==> config.mk <==
export PLATFORM = sky130hd
export DESIGN_NAME = msb_first_bit_reader_unit
export DESIGN_NICKNAME = d
export VERILOG_FILES = /design/src/msbr_pkg.sv /design/src/msbr_csr.sv /design/src/msbr_ctrl.sv /design/src/msbr_dp.sv /design/src/msb_first_bit_reader_unit.sv
export SDC_FILE = /design/constraint.sdc
export NUM_CORES = 1
export LEC_CHECK = 0
export BUFFER_PORTS_ARGS = -buffer_cell sky130_fd_sc_hd__buf_2
export CAP_MARGIN = 30
export CORE_ASPECT_RATIO = 2
export CORE_MARGIN = 4
export CORE_UTILIZATION = 30
export DETAILED_ROUTE_END_ITERATION = 6
export PLACE_DENSITY = 0.46
export SETUP_SLACK_MARGIN = 0.2
export SLEW_MARGIN = 15
export SYNTH_ARGS = -nofsm -noshare
export SYNTH_HDL_FRONTEND = slang
export SYNTH_HIERARCHICAL = 1
export SYNTH_SLANG_ARGS = --single-unit
==> constraint.sdc <==
create_clock -name clock -period 4.8 [get_ports clock]
set_clock_uncertainty 0.1 [all_clocks]
set_input_delay 0.24 -clock clock [delete_from_list [all_inputs] [get_ports clock]]
set_output_delay 0.24 -clock clock [all_outputs]
set_load 0.1 [all_outputs]
==> src/msbr_pkg.sv <==
// ----------------------------------------------------------------------------
// msbr_pkg: shared types and constants of the MSB-first bit reader
// Opcodes, status codes, register indexes and the command and status
// groups that pass between controller and datapath.
// ----------------------------------------------------------------------------
`default_nettype none

package msbr_pkg;

   localparam int QUEUE_DEPTH_DEFAULT = 16;
   localparam int WINDOW_WIDTH        = 16;
   localparam int COUNT_W             = 5;
   localparam int PBL_W               = 4;
   localparam int ERROR_W             = 16;
   localparam int CONSUMED_W          = 32;
   localparam int CSR_ADDR_W          = 3;
   localparam int CSR_DATA_W          = 32;

   localparam logic OP_PUSH = 1'b0;
   localparam logic OP_GET  = 1'b1;

   localparam logic [1:0] STATUS_OK       = 2'd0;
   localparam logic [1:0] STATUS_DROPPED  = 2'd1;
   localparam logic [1:0] STATUS_UNDERRUN = 2'd2;

   localparam logic REG_LIMIT_ENABLE = 1'b0;
   localparam logic REG_BYTE_LIMIT   = 1'b1;

   typedef struct packed {
      logic                  limit_enable;
      logic [CONSUMED_W-1:0] byte_limit;
   } cfg_type;

   typedef struct packed {
      logic latch_item;
      logic do_push;
      logic start_get;
      logic shift_bit;
      logic zero_fill;
      logic load_byte;
      logic load_result;
   } ctrl_cmd_type;

   typedef struct packed {
      logic is_push;
      logic remaining_zero;
      logic pbl_zero;
      logic underrun;
   } dp_status_type;

endpackage

`default_nettype wire

==> src/msbr_csr.sv <==
// ----------------------------------------------------------------------------
// msbr_csr: configuration registers
// APB-style register file holding the byte limit enable and the byte limit.
// ----------------------------------------------------------------------------
`default_nettype none

module msbr_csr
   import msbr_pkg::*;
(
   input  wire logic                  clock,
   input  wire logic                  reset,
   input  wire logic                  csr_psel,
   input  wire logic                  csr_penable,
   input  wire logic                  csr_pwrite,
   input  wire logic [CSR_ADDR_W-1:0] csr_paddr,
   input  wire logic [CSR_DATA_W-1:0] csr_pwdata,
   output      logic [CSR_DATA_W-1:0] csr_prdata,
   output      logic                  csr_pready,
   output      cfg_type               cfg
);

   logic                  limit_enable_ff, limit_enable_in;
   logic [CONSUMED_W-1:0] byte_limit_ff, byte_limit_in;
   logic                  write_en;
   logic                  reg_sel;

   assign csr_pready = 1'b1;
   assign write_en   = csr_psel && csr_penable && csr_pwrite && csr_pready;
   assign reg_sel    = csr_paddr[2];

   always_comb begin
      limit_enable_in = limit_enable_ff;
      byte_limit_in   = byte_limit_ff;
      if (write_en) begin
         case (reg_sel)
            REG_LIMIT_ENABLE: limit_enable_in = csr_pwdata[0];
            REG_BYTE_LIMIT:   byte_limit_in   = csr_pwdata;
            default: begin
            end
         endcase
      end
   end

   always_ff @(posedge clock) begin
      if (reset) begin
         limit_enable_ff <= 1'b0;
         byte_limit_ff   <= '0;
      end else begin
         limit_enable_ff <= limit_enable_in;
         byte_limit_ff   <= byte_limit_in;
      end
   end

   always_comb begin
      case (reg_sel)
         REG_LIMIT_ENABLE: csr_prdata = {{(CSR_DATA_W-1){1'b0}}, limit_enable_ff};
         REG_BYTE_LIMIT:   csr_prdata = byte_limit_ff;
         default:          csr_prdata = '0;
      endcase
   end

   assign cfg.limit_enable = limit_enable_ff;
   assign cfg.byte_limit   = byte_limit_ff;

endmodule

`default_nettype wire

==> src/msbr_ctrl.sv <==
// ----------------------------------------------------------------------------
// msbr_ctrl: sequencing controller
// Accepts one transaction at a time, steps the datapath one bit per cycle
// through a get, pausing for refills, and hands the result to the output register.
// ----------------------------------------------------------------------------
`default_nettype none

module msbr_ctrl
   import msbr_pkg::*;
(
   input  wire logic          clock,
   input  wire logic          reset,
   input  wire logic          req_valid,
   output      logic          req_ready,
   output      logic          rsp_valid,
   input  wire logic          rsp_ready,
   input  wire dp_status_type dp_status,
   output      ctrl_cmd_type  cmd
);

   localparam logic [2:0] ST_IDLE   = 3'd0;
   localparam logic [2:0] ST_DECODE = 3'd1;
   localparam logic [2:0] ST_STEP   = 3'd2;
   localparam logic [2:0] ST_READ   = 3'd3;
   localparam logic [2:0] ST_FINISH = 3'd4;

   logic [2:0] state_ff, state_in;
   logic       rsp_valid_ff, rsp_valid_in;
   logic       out_free;

   assign req_ready = (state_ff == ST_IDLE);
   assign rsp_valid = rsp_valid_ff;
   assign out_free  = !rsp_valid_ff || rsp_ready;

   always_comb begin
      state_in = state_ff;
      cmd      = '0;
      case (state_ff)
         ST_IDLE: begin
            if (req_valid) begin
               cmd.latch_item = 1'b1;
               state_in       = ST_DECODE;
            end
         end
         ST_DECODE: begin
            if (dp_status.is_push) begin
               cmd.do_push = 1'b1;
               state_in    = ST_FINISH;
            end else begin
               cmd.start_get = 1'b1;
               state_in      = ST_STEP;
            end
         end
         ST_STEP: begin
            if (dp_status.remaining_zero) begin
               state_in = ST_FINISH;
            end else if (dp_status.pbl_zero) begin
               // underrun refills in place; a real byte waits for the queue read
               if (dp_status.underrun) begin
                  cmd.zero_fill = 1'b1;
               end else begin
                  state_in = ST_READ;
               end
            end else begin
               cmd.shift_bit = 1'b1;
            end
         end
         ST_READ: begin
            cmd.load_byte = 1'b1;
            state_in      = ST_STEP;
         end
         ST_FINISH: begin
            if (out_free) begin
               cmd.load_result = 1'b1;
               state_in        = ST_IDLE;
            end
         end
         default: begin
            state_in = ST_IDLE;
         end
      endcase
   end

   always_comb begin
      rsp_valid_in = rsp_valid_ff;
      if (cmd.load_result) begin
         rsp_valid_in = 1'b1;
      end else if (rsp_ready) begin
         rsp_valid_in = 1'b0;
      end
   end

   always_ff @(posedge clock) begin
      if (reset) begin
         state_ff     <= ST_IDLE;
         rsp_valid_ff <= 1'b0;
      end else begin
         state_ff     <= state_in;
         rsp_valid_ff <= rsp_valid_in;
      end
   end

endmodule

`default_nettype wire

==> src/msbr_dp.sv <==
// ----------------------------------------------------------------------------
// msbr_dp: bit reader datapath
// Byte queue, lookahead window, partial byte, counters and the result
// register, all driven by controller commands.
// ----------------------------------------------------------------------------
`default_nettype none

module msbr_dp
   import msbr_pkg::*;
#(
   parameter int QUEUE_DEPTH = QUEUE_DEPTH_DEFAULT
) (
   input  wire logic                    clock,
   input  wire logic                    reset,
   input  wire cfg_type                 cfg,
   input  wire ctrl_cmd_type            cmd,
   output      dp_status_type           dp_status,
   input  wire logic                    req_opcode,
   input  wire logic [7:0]              req_in_byte,
   input  wire logic [COUNT_W-1:0]      req_bit_count,
   output      logic [WINDOW_WIDTH-1:0] rsp_bits_value,
   output      logic [1:0]              rsp_status,
   output      logic [ERROR_W-1:0]      rsp_error_total
);

   localparam int IDX_W  = (QUEUE_DEPTH > 1) ? $clog2(QUEUE_DEPTH) : 1;
   localparam int FILL_W = $clog2(QUEUE_DEPTH + 1);
   localparam logic [IDX_W:0]    DEPTH_SUM  = (IDX_W+1)'(QUEUE_DEPTH);
   localparam logic [IDX_W-1:0]  LAST_IDX   = IDX_W'(QUEUE_DEPTH - 1);
   localparam logic [FILL_W-1:0] FULL_FILL  = FILL_W'(QUEUE_DEPTH);
   localparam logic [COUNT_W-1:0] MAX_COUNT = COUNT_W'(WINDOW_WIDTH);

   logic [7:0] queue_mem [QUEUE_DEPTH];
   logic [7:0] rd_data_ff;

   logic [WINDOW_WIDTH-1:0] window_ff, window_in;
   logic [7:0]              partial_ff, partial_in;
   logic [PBL_W-1:0]        pbl_ff, pbl_in;
   logic [IDX_W-1:0]        rd_ptr_ff, rd_ptr_in;
   logic [FILL_W-1:0]       fill_ff, fill_in;
   logic [CONSUMED_W-1:0]   consumed_ff, consumed_in;
   logic [ERROR_W-1:0]      error_ff, error_in;

   logic                    op_ff;
   logic [7:0]              byte_ff;
   logic [COUNT_W-1:0]      count_ff;
   logic [COUNT_W-1:0]      remaining_ff, remaining_in;
   logic [WINDOW_WIDTH-1:0] value_ff, value_in;
   logic [1:0]              flag_ff, flag_in;

   logic [WINDOW_WIDTH-1:0] out_value_ff;
   logic [1:0]              out_status_ff;
   logic [ERROR_W-1:0]      out_error_ff;

   logic                    queue_full;
   logic                    underrun;
   logic                    push_write;
   logic [IDX_W:0]          wr_sum;
   logic [IDX_W-1:0]        wr_addr;
   logic [COUNT_W-1:0]      count_clamped;

   assign queue_full = (fill_ff == FULL_FILL);
   assign underrun   = (fill_ff == '0) ||
                       (cfg.limit_enable && (consumed_ff >= cfg.byte_limit));
   assign push_write = cmd.do_push && !queue_full;

   // fill stays below the depth on a write, so one subtract wraps the address
   assign wr_sum  = {1'b0, rd_ptr_ff} + (IDX_W+1)'(fill_ff);
   assign wr_addr = (wr_sum >= DEPTH_SUM) ? IDX_W'(wr_sum - DEPTH_SUM) : wr_sum[IDX_W-1:0];

   assign count_clamped = (req_bit_count > MAX_COUNT) ? MAX_COUNT : req_bit_count;

   always_ff @(posedge clock) begin
      if (push_write) begin
         queue_mem[wr_addr] <= byte_ff;
      end
      rd_data_ff <= queue_mem[rd_ptr_ff];
   end

   always_comb begin
      window_in    = window_ff;
      partial_in   = partial_ff;
      pbl_in       = pbl_ff;
      rd_ptr_in    = rd_ptr_ff;
      fill_in      = fill_ff;
      consumed_in  = consumed_ff;
      error_in     = error_ff;
      remaining_in = remaining_ff;
      value_in     = value_ff;
      flag_in      = flag_ff;

      if (cmd.latch_item) begin
         remaining_in = count_clamped;
         value_in     = '0;
         flag_in      = STATUS_OK;
      end

      if (cmd.do_push) begin
         if (queue_full) begin
            flag_in = STATUS_DROPPED;
         end else begin
            fill_in = fill_ff + 1'b1;
         end
      end

      if (cmd.start_get) begin
         // a shift by the full width yields zero for a zero count
         value_in = window_ff >> (MAX_COUNT - count_ff);
      end

      if (cmd.shift_bit) begin
         window_in    = {window_ff[WINDOW_WIDTH-2:0], partial_ff[7]};
         partial_in   = {partial_ff[6:0], 1'b0};
         pbl_in       = pbl_ff - 1'b1;
         remaining_in = remaining_ff - 1'b1;
      end

      if (cmd.zero_fill) begin
         partial_in = '0;
         pbl_in     = PBL_W'(8);
         flag_in    = STATUS_UNDERRUN;
         if (error_ff != '1) begin
            error_in = error_ff + 1'b1;
         end
      end

      if (cmd.load_byte) begin
         partial_in = rd_data_ff;
         pbl_in     = PBL_W'(8);
         fill_in    = fill_ff - 1'b1;
         rd_ptr_in  = (rd_ptr_ff == LAST_IDX) ? '0 : rd_ptr_ff + 1'b1;
         if (consumed_ff != '1) begin
            consumed_in = consumed_ff + 1'b1;
         end
      end
   end

   always_ff @(posedge clock) begin
      if (reset) begin
         window_ff    <= '0;
         partial_ff   <= '0;
         pbl_ff       <= '0;
         rd_ptr_ff    <= '0;
         fill_ff      <= '0;
         consumed_ff  <= '0;
         error_ff     <= '0;
         remaining_ff <= '0;
      end else begin
         window_ff    <= window_in;
         partial_ff   <= partial_in;
         pbl_ff       <= pbl_in;
         rd_ptr_ff    <= rd_ptr_in;
         fill_ff      <= fill_in;
         consumed_ff  <= consumed_in;
         error_ff     <= error_in;
         remaining_ff <= remaining_in;
      end
   end

   always_ff @(posedge clock) begin
      value_ff <= value_in;
      flag_ff  <= flag_in;
      if (cmd.latch_item) begin
         op_ff    <= req_opcode;
         byte_ff  <= req_in_byte;
         count_ff <= count_clamped;
      end
      if (cmd.load_result) begin
         out_value_ff  <= value_ff;
         out_status_ff <= flag_ff;
         out_error_ff  <= error_ff;
      end
   end

   assign dp_status.is_push        = (op_ff == OP_PUSH);
   assign dp_status.remaining_zero = (remaining_ff == '0);
   assign dp_status.pbl_zero       = (pbl_ff == '0);
   assign dp_status.underrun       = underrun;

   assign rsp_bits_value  = out_value_ff;
   assign rsp_status      = out_status_ff;
   assign rsp_error_total = out_error_ff;

   a_fill_bounded : assert property (@(posedge clock) disable iff (reset)
      fill_ff <= FULL_FILL)
      else $error("queue fill above depth");

   a_pbl_bounded : assert property (@(posedge clock) disable iff (reset)
      pbl_ff <= PBL_W'(8))
      else $error("partial bit count above eight");

   a_pop_nonempty : assert property (@(posedge clock) disable iff (reset)
      cmd.load_byte |-> (fill_ff != '0) && !underrun)
      else $error("byte popped from empty or limited queue");

   a_shift_has_bits : assert property (@(posedge clock) disable iff (reset)
      cmd.shift_bit |-> (pbl_ff != '0) && (remaining_ff != '0))
      else $error("bit shifted without partial bits or demand");

endmodule

`default_nettype wire

==> src/msb_first_bit_reader_unit.sv <==
// ----------------------------------------------------------------------------
// msb_first_bit_reader_unit: MSB-first bit reader
// Top level joining the configuration registers, controller and datapath.
// ----------------------------------------------------------------------------
// One transaction is worked at a time. A push passes through decode and finish
// before the next acceptance. A get passes through decode, then the window
// shifts one bit per cycle, pausing to pull each byte from the queue or to
// shift in a zero byte on underrun; each queue pop waits for the registered
// read of the byte queue. A finished result waits in the output register while
// the next transaction is accepted. Counts above sixteen are treated as sixteen.
`default_nettype none

module msb_first_bit_reader_unit
   import msbr_pkg::*;
#(
   parameter int QUEUE_DEPTH = QUEUE_DEPTH_DEFAULT
) (
   input  wire logic                    clock,
   input  wire logic                    reset,
   input  wire logic                    req_valid,
   output      logic                    req_ready,
   input  wire logic                    req_opcode,
   input  wire logic [7:0]              req_in_byte,
   input  wire logic [COUNT_W-1:0]      req_bit_count,
   output      logic                    rsp_valid,
   input  wire logic                    rsp_ready,
   output      logic [WINDOW_WIDTH-1:0] rsp_bits_value,
   output      logic [1:0]              rsp_status,
   output      logic [ERROR_W-1:0]      rsp_error_total,
   input  wire logic                    csr_psel,
   input  wire logic                    csr_penable,
   input  wire logic                    csr_pwrite,
   input  wire logic [CSR_ADDR_W-1:0]   csr_paddr,
   input  wire logic [CSR_DATA_W-1:0]   csr_pwdata,
   output      logic [CSR_DATA_W-1:0]   csr_prdata,
   output      logic                    csr_pready
);

   cfg_type       cfg;
   ctrl_cmd_type  cmd;
   dp_status_type dp_status;

   msbr_csr u_csr (
      .clock       (clock),
      .reset       (reset),
      .csr_psel    (csr_psel),
      .csr_penable (csr_penable),
      .csr_pwrite  (csr_pwrite),
      .csr_paddr   (csr_paddr),
      .csr_pwdata  (csr_pwdata),
      .csr_prdata  (csr_prdata),
      .csr_pready  (csr_pready),
      .cfg         (cfg)
   );

   msbr_ctrl u_ctrl (
      .clock     (clock),
      .reset     (reset),
      .req_valid (req_valid),
      .req_ready (req_ready),
      .rsp_valid (rsp_valid),
      .rsp_ready (rsp_ready),
      .dp_status (dp_status),
      .cmd       (cmd)
   );

   msbr_dp #(
      .QUEUE_DEPTH (QUEUE_DEPTH)
   ) u_dp (
      .clock           (clock),
      .reset           (reset),
      .cfg             (cfg),
      .cmd             (cmd),
      .dp_status       (dp_status),
      .req_opcode      (req_opcode),
      .req_in_byte     (req_in_byte),
      .req_bit_count   (req_bit_count),
      .rsp_bits_value  (rsp_bits_value),
      .rsp_status      (rsp_status),
      .rsp_error_total (rsp_error_total)
   );

endmodule

`default_nettype wire

==> flow_metrics.tcl, run 1 <==
set metrics [dict create \
    num_vias 9945 \
    maxCapViolations 0 \
    post_cts_buffers 0 \
    arrival_ns 4.20 \
    yosys-top-cells-area "edfxtp_1 (38%), dfxtp_1 (18%), mux4_2 (7.0%)" \
    dpl.hpwl_um 25300 \
    initial_core_util 0.303 \
    htreeDepth 1 \
    synth_seq_cells 329 \
    drt-initial-drc-count 510 \
    core-area_mm2 0.0499 \
    synth_top_cell_area_share 0.382 \
    peakVddDrop_mv 0.232 \
    synth-async-reset-ratio 0 \
    synth_cells 1229 \
    cp_top_family "simple AND/OR/NAND/NOR gates" \
    cp-start-kind "register" \
    powerDensity_mw_per_mm2 342 \
    reg2reg_depth 15 \
    leakage_nw 6.20 \
    wl_met2_um 19700 \
    wl_per_cell_um 17.2 \
    r2r_end "u_dp/error_ff[13]$_SDFFE_PP0P_" \
    seq_area_frac_synth 0.563 \
    routed_wl_um 35700 \
    clk_pin_slew_ns 0.07 \
    wl_met3_um 996 \
    first_global_vias 10200 \
    setup_ws_ns 0.978 \
    timing.final.crit_period_ns 3.82 \
    grt_max_degree 107 \
    die_w_um 167 \
    cts_tree "yes" \
    critPathBufInv 3 \
    syn_avg_cell_area_um2 12.3 \
    post_route_cells_drive_above_1_share 0.212 \
    synth_top_flop_cell "edfxtp_1" \
    cp-end-kind "register" \
    hold_end "u_csr/byte_limit_ff[16]$_SDFFE_PP0P_" \
    design.portCount 125 \
    via_per_inst 4.79 \
    synth.cell_area_mm2 0.0151 \
    hp-class "primary input to register" \
    cp_cell_sequence "inv_1, ha_1, nand2b_1, a2111oi_0, o21ai_0, a211oi_1, o31ai_1, nand2_1, nor4_2, buf_4, inv_1, or4_1, nor4b_1, xnor2_1, nor2_1" \
    min_path_cells 3 \
    n_fill_cell 4969 \
    grt_pass1_wl_um 56400 \
    crit_top_cell "inv_1" \
    rsz0062_at_grt "false" \
    synth-edff-count 192 \
    highest_layer "met4" \
    worst_pin_slew_ns 0.896 \
    synthMostInstantiatedCell "edfxtp_1" \
    status "finished clean" \
    fin_tns_setup_ns 0 \
    dieArea_mm2 0.0542 \
    p_total_mw 6.16 \
    crit_slowest_cell "o31ai_1" \
    numCtsBuffers 31 \
    cts-root-buf "clkbuf_16" \
    setup_viol 0 \
    ys_types 78 \
    r2r_slack_ns 0.98 \
    fin_crit_sh 0.796 \
    clk_latency_ns 0.59 \
    met1_length_um 13600 \
    worstSetupPathType "register to register" \
    worstPathMaxFanout 11 \
    area_delta_synth_final_pct 19.2 \
    num_antenna_cells 0 \
    drc 0 \
    rows 116 \
    die_h_um 325 \
    cts_buffer_depth 3 \
    worstPathRequired_ns 5.17 \
    ys_top_cells_by_count "edfxtp_1 (192), dfxtp_1 (137), nor2_1 (96)" \
    nNetsFinal 1507 \
    min_from "csr_penable" \
    hold_viol 0 \
    first_pass_iters 4 \
    grt_remaining_overflow 0 \
    antenna_found_initial 0 \
    whs_ns 0.187 \
    grt_use_total 0.129 \
    max_stage_delay_ns 0.59 \
    route.antenna.remaining_nets 0 \
    cts.sinks 329 \
    gp_congestion 0.823 \
    r2r_start "u_dp/consumed_ff[0]$_SDFFE_PP0P_" \
    place_ws_ns 0.751 \
    drv_slew 0 \
    relSlewSlack 0.400 \
    yosys_warnings 6 \
    fin_util 0.361 \
    synth_top_cell_by_area "edfxtp_1" \
    portBuffers 121 \
    max_clock_freq_mhz 262 \
    syn_nets 1332 \
]
-- final cells by class --
cell class / instances / area [um^2] / share of cell area
sequential: 329 / 8510 / 0.472
clock buffer: 34 / 787 / 0.0437
tap: 649 / 812 / 0.0451
timing repair buffer: 206 / 1400 / 0.0778
multi-input combinational: 781 / 6050 / 0.336
inverter: 55 / 206 / 0.0115
clock inverter: 23 / 250 / 0.0139
-- power by group --
| group | internal [mW] | switching [mW] | total (mW) |
|---|---|---|---|
| registers | 3.06 | 0.0512 | 3.12 |
| clock network | 1.41 | 1.13 | 2.54 |
| logic | 0.165 | 0.340 | 0.505 |
| total | 4.64 | 1.52 | 6.16 |
-- stage by stage --
stage / area, um^2 / instances
2_1_floorplan: 15100 / 1229
3_3_place_gp: 16400 / 1962
3_5_place_dp: 16400 / 1967
4_1_cts: 18000 / 2074
5_1_grt: 18000 / 2077
6_report: 18000 / 2077
-- cell families (layout without fill, tap and decap cells) --
kind of cell / Yosys count / count (layout) / share of synthesized area
muxes: 118 / 118 / 0.118
AOI/OAI and AO/OA: 173 / 173 / 0.0760
buffers and inverters: 119 / 318 / 0.0377
adders and majority gates: 47 / 47 / 0.0399
DFF: 329 / 329 / 0.563
xor gates and xnor gates: 32 / 32 / 0.0185
other: 1 / 1 / 0.000248
and+or+nand+nor: 410 / 410 / 0.147
-- what timing repair did --
item,4_1_cts,5_1_grt
hold buffers,50,0
endpoints found under the setup margin,0,0
hold endpoints to repair,63,0
gates resized for setup,0,0
-- worst max path at each step --
stage / slack (ns) / from / end / depth (start not counted)
6_report: 0.98 / u_dp/consumed_ff[0]$_SDFFE_PP0P_ / u_dp/error_ff[13]$_SDFFE_PP0P_ / 15
4_1_cts: 0.72 / u_dp/consumed_ff[0]$_SDFFE_PP0P_ / u_dp/error_ff[13]$_SDFFE_PP0P_ / 15
2_1_floorplan: 0.53 / u_ctrl/state_ff[2]$_SDFFE_PP0P_ / u_dp/value_ff[0]$_SDFFCE_PP0P_ / 5
5_1_grt: 0.61 / u_dp/consumed_ff[0]$_SDFFE_PP0P_ / u_dp/error_ff[13]$_SDFFE_PP0P_ / 15
3_3_place_gp: 0.74 / u_dp/consumed_ff[0]$_SDFFE_PP0P_ / u_dp/error_ff[13]$_SDFFE_PP0P_ / 15
3_5_place_dp: 0.75 / u_dp/consumed_ff[0]$_SDFFE_PP0P_ / u_dp/error_ff[13]$_SDFFE_PP0P_ / 15
-- metal layers --
metal  up-vias  GRT usage
met5         -          0
met4         0     0.0516
met3        65     0.0141
met2       170      0.252
met1      4811      0.138
li1       4899          -
-- cell usage in the layout, fill, tap and decap left out, types with 18 or more instances in the layout --
| cell | netlist | layout |
|---|---|---|
| edfxtp_1 | 192 | 192 |
| dfxtp_1 | 137 | 136 |
| buf_2 | 5 | 121 |
| nor2_1 | 96 | 94 |
| nand2b_1 | 67 | 67 |
| nand2_1 | 63 | 63 |
| mux2i_1 | 60 | 60 |
| inv_1 | 52 | 52 |
| dlygate4sd3_1 | 0 | 50 |
| a21oi_1 | 50 | 50 |
| mux4_2 | 47 | 47 |
| ha_1 | 45 | 45 |
| buf_4 | 5 | 32 |
| and2_1 | 32 | 32 |
| clkbuf_16 | 0 | 31 |
| o21ai_0 | 31 | 31 |
| nand4_1 | 22 | 22 |
| nor3_1 | 20 | 20 |
| a211oi_1 | 19 | 19 |
| nor4_1 | 20 | 18 |
-- registers in the layout (all words and copies together) (netlist names), 8 cells and up --
register,cells
u_dp/partial_ff,8
u_csr/byte_limit_ff,32
u_dp/consumed_ff,32
u_dp/value_ff,16
u_dp/rsp_error_total,16
u_dp/queue_mem,128
u_dp/rd_data_ff,8
u_dp/window_ff,16
u_dp/rsp_bits_value,16
u_dp/byte_ff,8
u_dp/error_ff,16
-- worst register-to-register path, cell delays in order, from the launching register on --
cell and delay (ns):
dfxtp_1 0.38, inv_1 0.10, ha_1 0.27, nand2b_1 0.09, a2111oi_0 0.09, o21ai_0 0.20
a211oi_1 0.13, o31ai_1 0.59, nand2_1 0.14, nor4_2 0.15, buf_4 0.22, inv_1 0.10
or4_1 0.59, nor4b_1 0.34, xnor2_1 0.16, nor2_1 0.05
(Power assumes the default switching activity.)
==> run 2: changes to the inputs <==
Clock period 4.8 ns to 3.67 ns, I/O delays scaled along.
==> run 2 against run 1 <==
  * Wire length about the same
  * Hold slack better by 0.025 ns
  * Clock power is 25% higher
  * Flip-flop and latch count unchanged
  * First-iteration DRC count shrank 3.7%
  * Largest power group unchanged
==> flow_metrics.tcl, run 2 (synthesis results as in run 1) <==
set metrics [dict create \
    die_w_um 167 \
    initial_core_util 0.303 \
    hold_viol 0 \
    cts_buffer_depth 3 \
    fin_util 0.367 \
    maxCapViolations 0 \
    powerDensity_mw_per_mm2 434 \
    route.antenna.remaining_nets 0 \
    rsz0062_at_grt "true" \
    timing.final.crit_period_ns 3.25 \
    design.portCount 125 \
    top_regs "u_dp/queue_mem x128, u_csr/byte_limit_ff x32, u_dp/consumed_ff x32" \
    crit_top_cell "inv_1" \
    fin_tns_setup_ns 0 \
    nNetsFinal 1546 \
    grt_max_degree 55 \
    relSlewSlack 0.381 \
    leakage_nw 6.39 \
    cp_cell_sequence "inv_1, ha_1, o21a_1, o2111ai_1, o21ai_1, buf_4, a211oi_2, o31ai_4, nand2_1, nor4_2, inv_1, or4_1, nor4b_2, xnor2_1, nor2_1" \
    portBuffers 121 \
    area_delta_synth_final_pct 21.1 \
    die_h_um 325 \
    gp_congestion 0.827 \
    core-area_mm2 0.0499 \
    cts-root-buf "clkbuf_16" \
    use_met1 0.131 \
    fin_area_mm2 0.0183 \
    first_pass_iters 5 \
    final_common_cell "edfxtp_1" \
    status "finished clean" \
    post_route_cells_drive_above_1_share 0.234 \
    critPathBufInv 3 \
    worst_pin_slew_ns 0.927 \
    final_cell_mix "edfxtp_1 (192), dfxtp_1 (136), buf_2 (120)" \
    grt_use_total 0.129 \
    busiest_layer "met2" \
    cp-start-kind "register" \
    cp-end-kind "register" \
    grt_pass1_wl_um 56400 \
    setup_viol 0 \
    p_total_mw 7.94 \
    max_stage_delay_ns 0.61 \
    whs_ns 0.213 \
    r2r_slack_ns 0.42 \
    grt_use_met2 0.267 \
    via_per_inst 4.71 \
    num_antenna_cells 0 \
    antenna_found_initial 0 \
    peakVddDrop_mv 0.277 \
    cts_tree "yes" \
    crit_slowest_cell "or4_1" \
    dpl.hpwl_um 26000 \
    worstSetupPathType "register to register" \
    routed_wl_um 35700 \
    cp_top_family "simple AND/OR/NAND/NOR gates" \
    rows 116 \
    worstPathMaxFanout 3 \
    first_global_vias 10300 \
    grt_remaining_overflow 0 \
    drv_slew 0 \
    arrival_ns 3.60 \
    met3_usage 0.0140 \
    drc 0 \
    clk_latency_ns 0.59 \
    numCtsBuffers 31 \
    drt-initial-drc-count 491 \
    hp-class "primary input to register" \
    worstPathRequired_ns 4.02 \
    wl_per_cell_um 16.9 \
    top_register "u_dp/queue_mem" \
    num_vias 9975 \
    dieArea_mm2 0.0542 \
    clk_pin_slew_ns 0.07 \
    htreeDepth 1 \
    cts.sinks 329 \
    place_area_mm2 0.0167 \
    largest_reg_flops 128 \
    fin_crit_sh 0.886 \
    max_clock_freq_mhz 308 \
]
-- run 2: changes by cell type in the layout (fill, tap and decap cells not counted), moves of 3 or more --
cell       delta
clkbuf_1      +5
buf_4        +42
bufinv_16     -3
clkbuf_8      +4
-- run 2: path summary, 6_finish.rpt --
check | depth (start not counted) | startpoint | end
max | 15 | u_csr/byte_limit_ff[3]$_SDFFE_PP0P_ | u_dp/error_ff[13]$_SDFFE_PP0P_
min | 2 | req_in_byte[2] | u_dp/byte_ff[2]$_DFFE_PP_
max reg2reg | 15 | u_csr/byte_limit_ff[3]$_SDFFE_PP0P_ | u_dp/error_ff[13]$_SDFFE_PP0P_
min reg2reg | 0 | u_dp/value_ff[1]$_SDFFCE_PP0P_ | u_dp/rsp_bits_value[1]$_DFFE_PP_
-- run 2: cell type report --
class / count / area, um^2
Fill cell: 4906 / 31600
Sequential cell: 329 / 8510
Multi-Input combinational cell: 781 / 6100
Timing Repair Buffer: 245 / 1670
Clock buffer: 44 / 886
Tap cell: 649 / 812
Inverter: 55 / 206
Clock inverter: 14 / 129
-- run 2: routing by layer --
| metal | share of wire | routed length, um | vias to the layer above |
|---|---|---|---|
| met5 | 0 | 0 | - |
| met2 | 0.58 | 20700 | 170 |
| met1 | 0.36 | 12900 | 4776 |
| met3 | 0.033 | 1180 | 54 |
| met4 | 0.028 | 1000 | 0 |
| li1 | - | - | 4975 |
-- run 2: what timing repair did --
item	4_1_cts	5_1_grt
hold buffers	51	0
setup buffers	0	0
pin swaps	1	1
endpoints found under the hold margin	73	0
resized for setup	5	3
setup endpoints to repair	15	15
-- run 2: power breakdown --
| group | switching [mW] | internal, mW |
|---|---|---|
| sequential | 0.0639 | 4.01 |
| combinational | 0.455 | 0.227 |
| clock | 1.41 | 1.77 |
-- run 2: through the flow --
| step | setup slack (ns) | cells |
|---|---|---|
| after floorplan | 0.323 | 1229 |
| after global placement | -0.114 | 2008 |
| after detailed placement | -0.101 | 2008 |
| after CTS | 0.222 | 2117 |
| after global routing | 0.194 | 2117 |
| final | 0.420 | 2117 |
